===== src/sv/sorted_breakpoint_interpolator_unit_defines.svh =====
// Assertion macros for the sorted breakpoint interpolator.
// Included by the top level; define ASSERT_OFF to compile them out.
`ifndef SORTED_BREAKPOINT_INTERPOLATOR_UNIT_DEFINES_SVH
`define SORTED_BREAKPOINT_INTERPOLATOR_UNIT_DEFINES_SVH

`ifndef ASSERT_OFF

`define SBI_ASSERT_IMP(label, clk, rst_n, ante, cons) \
    label: assert property (@(posedge clk) disable iff (!rst_n) (ante) |-> (cons)) \
        else $error("sbi assertion failed");

`define SBI_ASSERT_NXT(label, clk, rst_n, ante, cons) \
    label: assert property (@(posedge clk) disable iff (!rst_n) (ante) |=> (cons)) \
        else $error("sbi assertion failed");

`else

`define SBI_ASSERT_IMP(label, clk, rst_n, ante, cons)

`define SBI_ASSERT_NXT(label, clk, rst_n, ante, cons)

`endif

`endif


===== src/sv/sbi_pkg.sv =====
`timescale 1ns / 1ps
// Shared types and codes for the sorted breakpoint interpolator.
// No dependencies; used by every module of the block.
package sbi_pkg;

    localparam int COORD_W            = 32;
    localparam int DEFAULT_MAX_POINTS = 16;
    localparam int DIV_STEPS          = 32;
    localparam int DIV_CNT_W          = $clog2(DIV_STEPS + 1);

    localparam logic [1:0] REQ_CLEAR  = 2'd0;
    localparam logic [1:0] REQ_INSERT = 2'd1;
    localparam logic [1:0] REQ_QUERY  = 2'd2;

    localparam logic [1:0] ST_OK    = 2'd0;
    localparam logic [1:0] ST_FULL  = 2'd1;
    localparam logic [1:0] ST_EMPTY = 2'd2;

    typedef struct packed {
        logic signed [COORD_W-1:0] z;
        logic signed [COORD_W-1:0] y;
    } t_point;

    typedef struct packed {
        logic                     start;
        logic [2*COORD_W-1:0]     dividend;
        logic [COORD_W-1:0]       divisor;
    } t_div_req;

endpackage


===== src/sv/sbi_store.sv =====
`timescale 1ns / 1ps
// Breakpoint memory: one write port and one registered read port.
// Depends on sbi_pkg for the point type.
module sbi_store
    import sbi_pkg::*;
#(
    parameter int MAX_POINTS = DEFAULT_MAX_POINTS
) (
    input  logic                          i_clk,
    input  logic                          i_wr_en,
    input  logic [$clog2(MAX_POINTS)-1:0] i_wr_addr,
    input  t_point                        i_wr_data,
    input  logic                          i_rd_en,
    input  logic [$clog2(MAX_POINTS)-1:0] i_rd_addr,
    output t_point                        o_rd_data
);

    t_point r_mem [MAX_POINTS];
    t_point r_rd_data;

    always_ff @(posedge i_clk) begin
        if (i_wr_en) begin
            r_mem[i_wr_addr] <= i_wr_data;
        end
        if (i_rd_en) begin
            r_rd_data <= r_mem[i_rd_addr];
        end
    end

    assign o_rd_data = r_rd_data;

endmodule


===== src/sv/sbi_divider.sv =====
`timescale 1ns / 1ps
// Restoring divider, one quotient bit per cycle, 64 by 32 bits.
// The quotient must fit 32 bits. Depends on sbi_pkg.
module sbi_divider
    import sbi_pkg::*;
(
    input  logic               i_clk,
    input  logic               i_rst_n,
    input  t_div_req           i_req,
    output logic               o_done,
    output logic [COORD_W-1:0] o_quot
);

    logic                 r_busy;
    logic                 r_done;
    logic [DIV_CNT_W-1:0] r_cnt;
    logic [COORD_W-1:0]   r_rem;
    logic [COORD_W-1:0]   r_quot;
    logic [COORD_W-1:0]   r_divisor;
    logic [COORD_W:0]     w_trial;
    logic [COORD_W:0]     w_diff;
    logic                 w_ge;

    assign w_trial = {r_rem, r_quot[COORD_W-1]};
    assign w_diff  = w_trial - {1'b0, r_divisor};
    assign w_ge    = (w_trial >= {1'b0, r_divisor});

    always_ff @(posedge i_clk) begin
        if (!i_rst_n) begin
            r_busy <= 1'b0;
            r_done <= 1'b0;
            r_cnt  <= '0;
        end else begin
            r_done <= 1'b0;
            if (i_req.start) begin
                r_busy <= 1'b1;
                r_cnt  <= DIV_CNT_W'(DIV_STEPS);
            end else if (r_busy) begin
                r_cnt <= r_cnt - 1'b1;
                if (r_cnt == DIV_CNT_W'(1)) begin
                    r_busy <= 1'b0;
                    r_done <= 1'b1;
                end
            end
        end
    end

    always_ff @(posedge i_clk) begin
        if (i_req.start) begin
            r_rem     <= i_req.dividend[2*COORD_W-1:COORD_W];
            r_quot    <= i_req.dividend[COORD_W-1:0];
            r_divisor <= i_req.divisor;
        end else if (r_busy) begin
            r_rem  <= w_ge ? w_diff[COORD_W-1:0] : w_trial[COORD_W-1:0];
            r_quot <= {r_quot[COORD_W-2:0], w_ge};
        end
    end

    assign o_done = r_done;
    assign o_quot = r_quot;

endmodule


===== src/sv/sorted_breakpoint_interpolator_unit.sv =====
`timescale 1ns / 1ps
// Sorted breakpoint interpolator: a sequencer over the breakpoint memory
// and a serial divider. Depends on sbi_pkg, sbi_store, sbi_divider.
//
// One request at a time: a request is taken when start is high and busy is
// low, and its result appears on o_value_y/o_status for one cycle with
// o_valid high; the receiver cannot stall it. Clear, unused codes, an
// insert into a full table and a query on an empty table give their result
// in the cycle after the request is taken. An insert walks down from the
// top of the table, reading each larger entry and writing it one slot up,
// then writes the new point. A query walks up the entries, reading each in
// turn: below the first point it returns the first y, past the last of n
// points the last y, and in span i (entries i and i+1) it forms a 32x32
// multiply, starts the divider and waits for the bit-serial divide. The
// single memory read port bounds both walks.

`include "sorted_breakpoint_interpolator_unit_defines.svh"

module sorted_breakpoint_interpolator_unit
    import sbi_pkg::*;
#(
    parameter int MAX_POINTS = DEFAULT_MAX_POINTS
) (
    input  logic                      i_clk,
    input  logic                      i_rst_n,
    input  logic                      start,
    output logic                      busy,
    input  logic [1:0]                i_req_type,
    input  logic signed [COORD_W-1:0] i_coord_z,
    input  logic signed [COORD_W-1:0] i_coord_y,
    output logic                      o_valid,
    output logic signed [COORD_W-1:0] o_value_y,
    output logic [1:0]                o_status
);

    localparam int AW = $clog2(MAX_POINTS);
    localparam int CW = $clog2(MAX_POINTS + 1);

    localparam logic [2:0] S_IDLE     = 3'd0;
    localparam logic [2:0] S_INS_RD   = 3'd1;
    localparam logic [2:0] S_INS_CHK  = 3'd2;
    localparam logic [2:0] S_QRY_RD   = 3'd3;
    localparam logic [2:0] S_QRY_CHK  = 3'd4;
    localparam logic [2:0] S_MUL      = 3'd5;
    localparam logic [2:0] S_DIV      = 3'd6;
    localparam logic [2:0] S_DIV_WAIT = 3'd7;

    logic [2:0]                r_state, n_state;
    logic [CW-1:0]             r_count, n_count;
    logic [CW-1:0]             r_idx, n_idx;
    logic                      r_valid, n_valid;
    logic signed [COORD_W-1:0] r_z, n_z;
    logic signed [COORD_W-1:0] r_y, n_y;
    t_point                    r_prev, n_prev;
    logic [COORD_W-1:0]        r_mag, n_mag;
    logic [COORD_W-1:0]        r_num, n_num;
    logic [COORD_W-1:0]        r_span, n_span;
    logic                      r_neg, n_neg;
    logic [2*COORD_W-1:0]      r_prod, n_prod;
    logic signed [COORD_W-1:0] r_value, n_value;
    logic [1:0]                r_status, n_status;

    logic          w_wr_en;
    logic [AW-1:0] w_wr_addr;
    t_point        w_wr_data;
    logic          w_rd_en;
    logic [AW-1:0] w_rd_addr;
    t_point        w_rd;
    t_point        w_new;
    logic [CW-1:0] w_idx_dec;

    logic signed [COORD_W:0] w_dy;
    logic [COORD_W:0]        w_ndy;
    logic [COORD_W-1:0]      w_num;
    logic [COORD_W-1:0]      w_span;

    t_div_req           w_div_req;
    logic               w_div_done;
    logic [COORD_W-1:0] w_quot;

    sbi_store #(
        .MAX_POINTS(MAX_POINTS)
    ) u_store (
        .i_clk     (i_clk),
        .i_wr_en   (w_wr_en),
        .i_wr_addr (w_wr_addr),
        .i_wr_data (w_wr_data),
        .i_rd_en   (w_rd_en),
        .i_rd_addr (w_rd_addr),
        .o_rd_data (w_rd)
    );

    sbi_divider u_div (
        .i_clk   (i_clk),
        .i_rst_n (i_rst_n),
        .i_req   (w_div_req),
        .o_done  (w_div_done),
        .o_quot  (w_quot)
    );

    assign w_new     = '{z: r_z, y: r_y};
    assign w_idx_dec = r_idx - 1'b1;
    assign w_dy      = {w_rd.y[COORD_W-1], w_rd.y} - {r_prev.y[COORD_W-1], r_prev.y};
    assign w_ndy     = ~w_dy + 1'b1;
    assign w_num     = r_z - r_prev.z;
    assign w_span    = w_rd.z - r_prev.z;

    always_comb begin
        n_state  = r_state;
        n_count  = r_count;
        n_idx    = r_idx;
        n_valid  = 1'b0;
        n_z      = r_z;
        n_y      = r_y;
        n_prev   = r_prev;
        n_mag    = r_mag;
        n_num    = r_num;
        n_span   = r_span;
        n_neg    = r_neg;
        n_prod   = r_prod;
        n_value  = r_value;
        n_status = r_status;

        w_wr_en   = 1'b0;
        w_wr_addr = r_idx[AW-1:0];
        w_wr_data = w_new;
        w_rd_en   = 1'b0;
        w_rd_addr = r_idx[AW-1:0];

        w_div_req.start    = 1'b0;
        w_div_req.dividend = r_prod;
        w_div_req.divisor  = r_span;

        case (r_state)
            S_IDLE: begin
                if (start) begin
                    n_z      = i_coord_z;
                    n_y      = i_coord_y;
                    n_value  = '0;
                    n_status = ST_OK;
                    case (i_req_type)
                        REQ_CLEAR: begin
                            n_count = '0;
                            n_valid = 1'b1;
                        end
                        REQ_INSERT: begin
                            if (r_count >= CW'(MAX_POINTS)) begin
                                n_status = ST_FULL;
                                n_valid  = 1'b1;
                            end else begin
                                n_idx   = r_count;
                                n_state = S_INS_RD;
                            end
                        end
                        REQ_QUERY: begin
                            if (r_count == '0) begin
                                n_status = ST_EMPTY;
                                n_valid  = 1'b1;
                            end else begin
                                n_idx   = '0;
                                n_state = S_QRY_RD;
                            end
                        end
                        default: begin
                            n_valid = 1'b1;
                        end
                    endcase
                end
            end
            S_INS_RD: begin
                if (r_idx == '0) begin
                    w_wr_en = 1'b1;
                    n_count = r_count + 1'b1;
                    n_valid = 1'b1;
                    n_state = S_IDLE;
                end else begin
                    w_rd_en   = 1'b1;
                    w_rd_addr = w_idx_dec[AW-1:0];
                    n_state   = S_INS_CHK;
                end
            end
            S_INS_CHK: begin
                w_wr_en = 1'b1;
                if (w_rd.z > r_z) begin
                    // shift the larger entry up one slot
                    w_wr_data = w_rd;
                    n_idx     = w_idx_dec;
                    n_state   = S_INS_RD;
                end else begin
                    n_count = r_count + 1'b1;
                    n_valid = 1'b1;
                    n_state = S_IDLE;
                end
            end
            S_QRY_RD: begin
                if (r_idx == r_count) begin
                    n_value = r_prev.y;
                    n_valid = 1'b1;
                    n_state = S_IDLE;
                end else begin
                    w_rd_en = 1'b1;
                    n_state = S_QRY_CHK;
                end
            end
            S_QRY_CHK: begin
                if (r_z < w_rd.z) begin
                    if (r_idx == '0) begin
                        n_value = w_rd.y;
                        n_valid = 1'b1;
                        n_state = S_IDLE;
                    end else begin
                        n_neg   = w_dy[COORD_W];
                        n_mag   = w_dy[COORD_W] ? w_ndy[COORD_W-1:0] : w_dy[COORD_W-1:0];
                        n_num   = w_num;
                        n_span  = w_span;
                        n_state = S_MUL;
                    end
                end else begin
                    n_prev  = w_rd;
                    n_idx   = r_idx + 1'b1;
                    n_state = S_QRY_RD;
                end
            end
            S_MUL: begin
                n_prod  = r_mag * r_num;
                n_state = S_DIV;
            end
            S_DIV: begin
                w_div_req.start = 1'b1;
                n_state         = S_DIV_WAIT;
            end
            S_DIV_WAIT: begin
                if (w_div_done) begin
                    n_value = r_neg ? (r_prev.y - w_quot) : (r_prev.y + w_quot);
                    n_valid = 1'b1;
                    n_state = S_IDLE;
                end
            end
            default: begin
                n_state = S_IDLE;
            end
        endcase
    end

    always_ff @(posedge i_clk) begin
        if (!i_rst_n) begin
            r_state <= S_IDLE;
            r_count <= '0;
            r_idx   <= '0;
            r_valid <= 1'b0;
        end else begin
            r_state <= n_state;
            r_count <= n_count;
            r_idx   <= n_idx;
            r_valid <= n_valid;
        end
    end

    always_ff @(posedge i_clk) begin
        r_z      <= n_z;
        r_y      <= n_y;
        r_prev   <= n_prev;
        r_mag    <= n_mag;
        r_num    <= n_num;
        r_span   <= n_span;
        r_neg    <= n_neg;
        r_prod   <= n_prod;
        r_value  <= n_value;
        r_status <= n_status;
    end

    assign busy      = (r_state != S_IDLE);
    assign o_valid   = r_valid;
    assign o_value_y = r_value;
    assign o_status  = r_status;

    `SBI_ASSERT_IMP(a_valid_idle, i_clk, i_rst_n, r_valid, r_state == S_IDLE)
    `SBI_ASSERT_IMP(a_count_range, i_clk, i_rst_n, 1'b1, r_count <= CW'(MAX_POINTS))
    `SBI_ASSERT_NXT(a_clear_done, i_clk, i_rst_n, start && !busy && i_req_type == REQ_CLEAR, r_valid && r_count == '0 && r_status == ST_OK)
    `SBI_ASSERT_IMP(a_div_owner, i_clk, i_rst_n, w_div_done, r_state == S_DIV_WAIT)

endmodule

===== config.mk =====
export PLATFORM = sky130hd
export DESIGN_NAME = sorted_breakpoint_interpolator_unit
export DESIGN_NICKNAME = d
export VERILOG_FILES = /design/src/sv/sbi_pkg.sv /design/src/sv/sbi_store.sv /design/src/sv/sbi_divider.sv /design/src/sv/sorted_breakpoint_interpolator_unit.sv
export VERILOG_INCLUDE_DIRS = /design/src /design/src/sv
export SDC_FILE = /design/constraint.sdc
export NUM_CORES = 2
export LEC_CHECK = 0
export BUFFER_PORTS_ARGS = -buffer_cell sky130_fd_sc_hd__buf_4
export CAP_MARGIN = 10
export CORE_MARGIN = 8
export CORE_UTILIZATION = 45
export DETAILED_ROUTE_END_ITERATION = 10
export PLACE_DENSITY = 0.69
export SYNTH_ARGS = -nofsm -noshare
export SYNTH_HDL_FRONTEND = slang
export SYNTH_HIERARCHICAL = 1
export SYNTH_SLANG_ARGS = --single-unit

===== constraint.sdc =====
create_clock -name i_clk -period 15.4 [get_ports i_clk]
set_input_delay 3.08 -clock i_clk [delete_from_list [all_inputs] [get_ports i_clk]]
set_output_delay 3.08 -clock i_clk [all_outputs]
set_load 0.1 [all_outputs]

---- Word-level counts from Yosys, hierarchy flattened ----
Memory sizes are Yosys's and may differ from the RTL's. A register that Yosys moved wholly into a read port is not among the register bits.
Index checks and enable logic that the tools add are counted.
storage, ports and cells
  memories kept ........................... 1
  bits in registers ....................... 441
  logic and storage cells ................. 152
  input port bits ......................... 69
  output and inout bits ................... 36
  RAM bits ................................ 1024
memories
  name           words  bits a word  read ports  clocked after Yosys merged registers in  wr ports  line             source
  u_store.r_mem  16     64           1           1                                        1         sbi_store.sv:18  t_point r_mem [MAX_POINTS];
operators by class
  reduce and logical (&&, ||, !) cells .... 18
  $mul .................................... 1
  equal/unequal tests ..................... 24
  add/subtract/negate cells ............... 11
  bitwise logic cells ..................... 5
  magnitude comparators ................... 4
  muxes and demuxes ....................... 66
operators with widths
  kind                                                             count
  32-bit 2-to-1 mux                                                12
  64-bit 2-to-1 mux                                                2
  32-bit case mux with 4 select lines                              1
  32-bit subtractor                                                4
  32-bit by 32-bit multiplier with 64-bit output                   1
  5-bit 2-to-1 mux                                                 9
  33-bit by 32-bit >= comparator with 1-bit output                 1
  32-bit by 32-bit subtractor with 33-bit output                   1
  32-bit by 1-bit adder with 32-bit output, second input constant  1
  32-bit adder                                                     1
  32-bit greater-than comparator                                   1
  32-bit less-than comparator                                      1
  32-bit NOT                                                       1
  5-bit case mux with 3 select lines                               2
  3-bit case mux with 8 select lines                               1
  3-bit 2-to-1 mux                                                 7
  1-bit 2-to-1 mux                                                 19
  2-bit != test, second input constant                             8
  3-bit equality test, second input constant                       4
  6-bit 2-to-1 mux                                                 2
  5-bit by 1-bit adder with 5-bit output, second input constant    2
  5-bit logical NOT                                                2
  5-bit case mux with 2 select lines                               1
  5-bit AND reduction                                              2
  other kinds (30)                                                 43

---- Logic depth before layout (Yosys ltp) ----
  depth after elaboration ................. 5
  gate-level depth with buffers ........... 29
  mapped depth without buffers ............ 27

---- Hierarchy ----
Netlist, hierarchy kept.
by module, submodules not included
  module                               area each (um^2)  instances  cells an instance  seq. area each (um^2)
  sorted_breakpoint_interpolator_unit  54108.1           1          5597               9979.6
  sbi_store                            40222.3           1          1647               32671.3
  sbi_divider                          6278.5            1          597                3042.9

---- Worst setup path before layout ----
Ideal clock, no wire load.
  kind .................................... reg2reg
  start point ............................. reg r_z[17]
  end point ............................... reg r_mag[0] (enable)
  setup time .............................. 0.674 ns
  setup slack ............................. 5.886 ns
  stages on the path, launching flop included .. 12
  period minus slack after synthesis ...... 9.514 ns
  arrival ................................. 8.839 ns
  cells stage by stage .................... edfxtp_1 ha_1 a21o_1 a21o_1 a21o_1 a21o_1 a21o_1 a211oi_1 o31a_1 o211a_1 nor2_1 nor3_1
between the ends
  cells in the longest elaborated chain, start to end .. 2
ends and longest elaborated chain
  what                           line                                        source
  from (decl)                    sorted_breakpoint_interpolator_unit.sv:52   logic signed [COORD_W-1:0] r_z, n_z;
  from (signal assigned)         sorted_breakpoint_interpolator_unit.sv:260  r_z <= n_z;
  32-bit less-than comparator    sorted_breakpoint_interpolator_unit.sv:206  if (r_z < w_rd.z) begin
  3-bit AND reduction (no line)  -
  to (signal assigned)           sorted_breakpoint_interpolator_unit.sv:263  r_mag <= n_mag;
  to (decl)                      sorted_breakpoint_interpolator_unit.sv:55   logic [COORD_W-1:0] r_mag, n_mag;
Every way passes these cells.
A chain may end at the register's enable or synchronous reset.

---- Final worst setup path ----
  start point ............................. reg r_num[24]
  end point ............................... reg r_prod[59] (data pin)
between the ends
  cells in the longest elaborated chain, start to end .. 1
ends and longest elaborated chain
  what                                            line                                        source
  from (decl)                                     sorted_breakpoint_interpolator_unit.sv:56   logic [COORD_W-1:0] r_num, n_num;
  from (signal assigned)                          sorted_breakpoint_interpolator_unit.sv:264  r_num <= n_num;
  32-bit by 32-bit multiplier with 64-bit output  sorted_breakpoint_interpolator_unit.sv:225  n_prod = r_mag * r_num;
  to (signal assigned)                            sorted_breakpoint_interpolator_unit.sv:267  r_prod <= n_prod;
  to (decl)                                       sorted_breakpoint_interpolator_unit.sv:59   logic [2*COORD_W-1:0] r_prod, n_prod;
Every way passes these cells.

==> reports/metrics.yaml <==
status: "finished clean"
wl_met3_um: 21500
final.min_clock_period_ns: 9.33
antenna_left: 0
p_leak_nw: 42.9
hold_class: "register to register"
end_kind: "register"
async_reset_ff_share_pct: 0
yosysWarnings: 6
hold_violations: 0
syn_nets: 9274
grt_pass1_vias: 66500
io_pins: 105
multi_input_area_um2: 49500
period_share_pct: 60.6
cts_max_level: 4
core_area_um2: 222000
dp_hpwl_um: 180000
cp_top_family: "adder cells"
post_synth.cell_area_avg_um2: 12.8
clock_sink_count: 1529
wl_met1_um: 108000
dp_cells: 10700
yosysSeqAreaShare_pct: 45.4
crit_top_cell: "fa_1"
vias: 62700
start_util_pct: 45.3
clock-skew-final_ns: 0.0496
layout-drive-gt1-share_pct: 11.0
synth_edf_count: 1507
crit_path_max_incr_delay_ns: 0.91
cts_tree: "done"
std_cell_rows: 173
cts_resized: 0
antenna_found_initial: 6
synth_top_area_share_pct: 45.0
start_kind: "register"
first_pass_iters: 6
ys_seq_elements: 1529
slew_headroom_pct: 22.1
power.density_nw_per_um2: 101
ys_types: 109
clock_latency_ns: 0.81
rsz0062_at_grt: "no"
synth.area.top_cells: "edfxtp_1 45%, fa_1 18%, ha_1 5.8%"
top_layer: "met4"
place_ws_ns: 5.96
wl_um: 265000
path_max_fanout: 19
synth_top_cell_by_area: "edfxtp_1"
timing.max_cap.violations: 0
root_buffer: "clkbuf_16"
setup_slack_ns: 6.07
nFillCells: 18900
synth_most_common_cell: "edfxtp_1"
seq_area_um2: 45700
syn_area_um2: 101000
vdd_drop_max_mv: 0.106
grt_first_pass_wirelength_um: 405000
synth_cells: 7841
dr_wl_met2_um: 128000
timing.hold.ws_ns: 0.404
nets: 9283
drc: 0
vias_per_cell: 5.72
wl_per_cell_um: 24.2
drtIter0Drc: 6023
areaGrowthSynthToFinish_pct: 9.19
fp.dieArea_um2: 239000
grt_usage_pct: 22.1
cp.arrival_ns: 9.89
worstPathBufferInverterCount: 4
cts_max_path_buffers: 3
synth_flop_cell: "edfxtp_1"
worst_pin_slew_ns: 1.16
fin_setup_tns_ns: 0
chipHeight_um: 489
cts_setup_buffers: 0
setup_viol: 0
io_buffers: 104
criticalPathCategory: "register to register"
hold_buffers: 0
critPathSlowestCell: "edfxtp_1"
grt_overflow: 0
grt_max_degree: 153
fin_cells: 11000
cp.required_ns: 15.96
final_area_um2: 110000
place_area_um2: 105000
die_w_um: 489
clkTransAtPathRegs_ns: 0.06
cts-buffers-inserted: 154
maxSlewViolCount: 0
fmax_mhz: 107
synth_commonest_cells: "1,507 x edfxtp_1, 1,054 x inv_1, 901 x fa_1, 721 x nand2_1, 613 x and2_1"
gp_routability_congestion: 0.914
## final timing paths
| check | slack [ns] | startpoint | cells after the start | to |
|---|---|---|---|---|
| min | 0.40 | r_span[5] | 0 | u_div/r_divisor[5] |
| min reg2reg | 0.40 | r_span[5] | 0 | u_div/r_divisor[5] |
| max reg2reg | 6.07 | r_num[24] | 25 | r_prod[59] |
| max | 6.07 | r_num[24] | 25 | r_prod[59] |
## layer usage
layer / vias to the layer above / GRT usage [%]
li1: 27100 / -
met1: 32400 / 30.0
met2: 2737 / 36.6
met3: 472 / 3.66
met4: 0 / 6.81
met5: - / 0
## flip-flops by register name (all words and copies together), names as in the netlist, 64 cells and up
signal / flops
u_store/o_rd_data: 64
r_prod: 64
u_store/r_mem: 1024
r_prev: 64
## where the power goes
part / total [mW] / switching [mW] / internal, mW / leakage (nW)
combinational: 2.31 / 1.41 / 0.902 / 26.6
sequential: 4.98 / 0.114 / 4.87 / 13.8
clock: 3.83 / 1.63 / 2.20 / 2.48
## layout make-up
type	count	area share (%)
Multi-Input combinational cell	4882	45.1
Clock inverter	81	0.944
Tap cell	2975	3.39
Inverter	1056	3.61
Sequential cell	1529	41.6
Antenna cell	3	0.00683
Timing Repair Buffer	227	1.60
Clock buffer	201	3.76
## cell families (layout without fill, tap and decap cells)
family	after synthesis	in the layout	share of synthesized area, %
AOI/OAI and AO/OA	994	994	6.63
xor gates and xnor gates	261	261	2.28
adders and majority gates	1364	1364	23.7
buffers and inverters	1430	1565	5.55
DFF	1529	1529	45.4
muxes	365	365	6.94
other	0	3	0
and+or+nand+nor	1898	1898	9.49
## cells in the final DEF (no fill, tap or decap), types with 30 or more instances in the layout
cell type,Yosys,final
nand3_1,58,58
and2_1,613,611
a31oi_1,53,53
a21o_1,121,121
nor3_1,72,67
edfxtp_1,1507,1507
nand2_1,721,720
mux4_2,256,256
o21ai_0,152,152
a22oi_1,138,138
ha_1,463,463
nor2_1,220,203
fa_1,901,901
buf_4,8,223
o21bai_1,30,30
a21oi_1,242,240
nand4_1,35,35
xnor2_1,178,177
nand2b_1,41,41
inv_1,1054,1054
mux2_2,97,97
clkbuf_16,0,157
clkbuf_1,298,40
xor2_1,82,82
## metrics by stage
step	total power, mW	util (%)
after global placement	7.33	47.1
after floorplan	6.69	-
after global routing	11.5	49.4
after CTS	11.2	49.4
final	11.1	49.4
after detailed placement	7.36	47.1
Note: power is estimated with default switching activity, not from simulation.
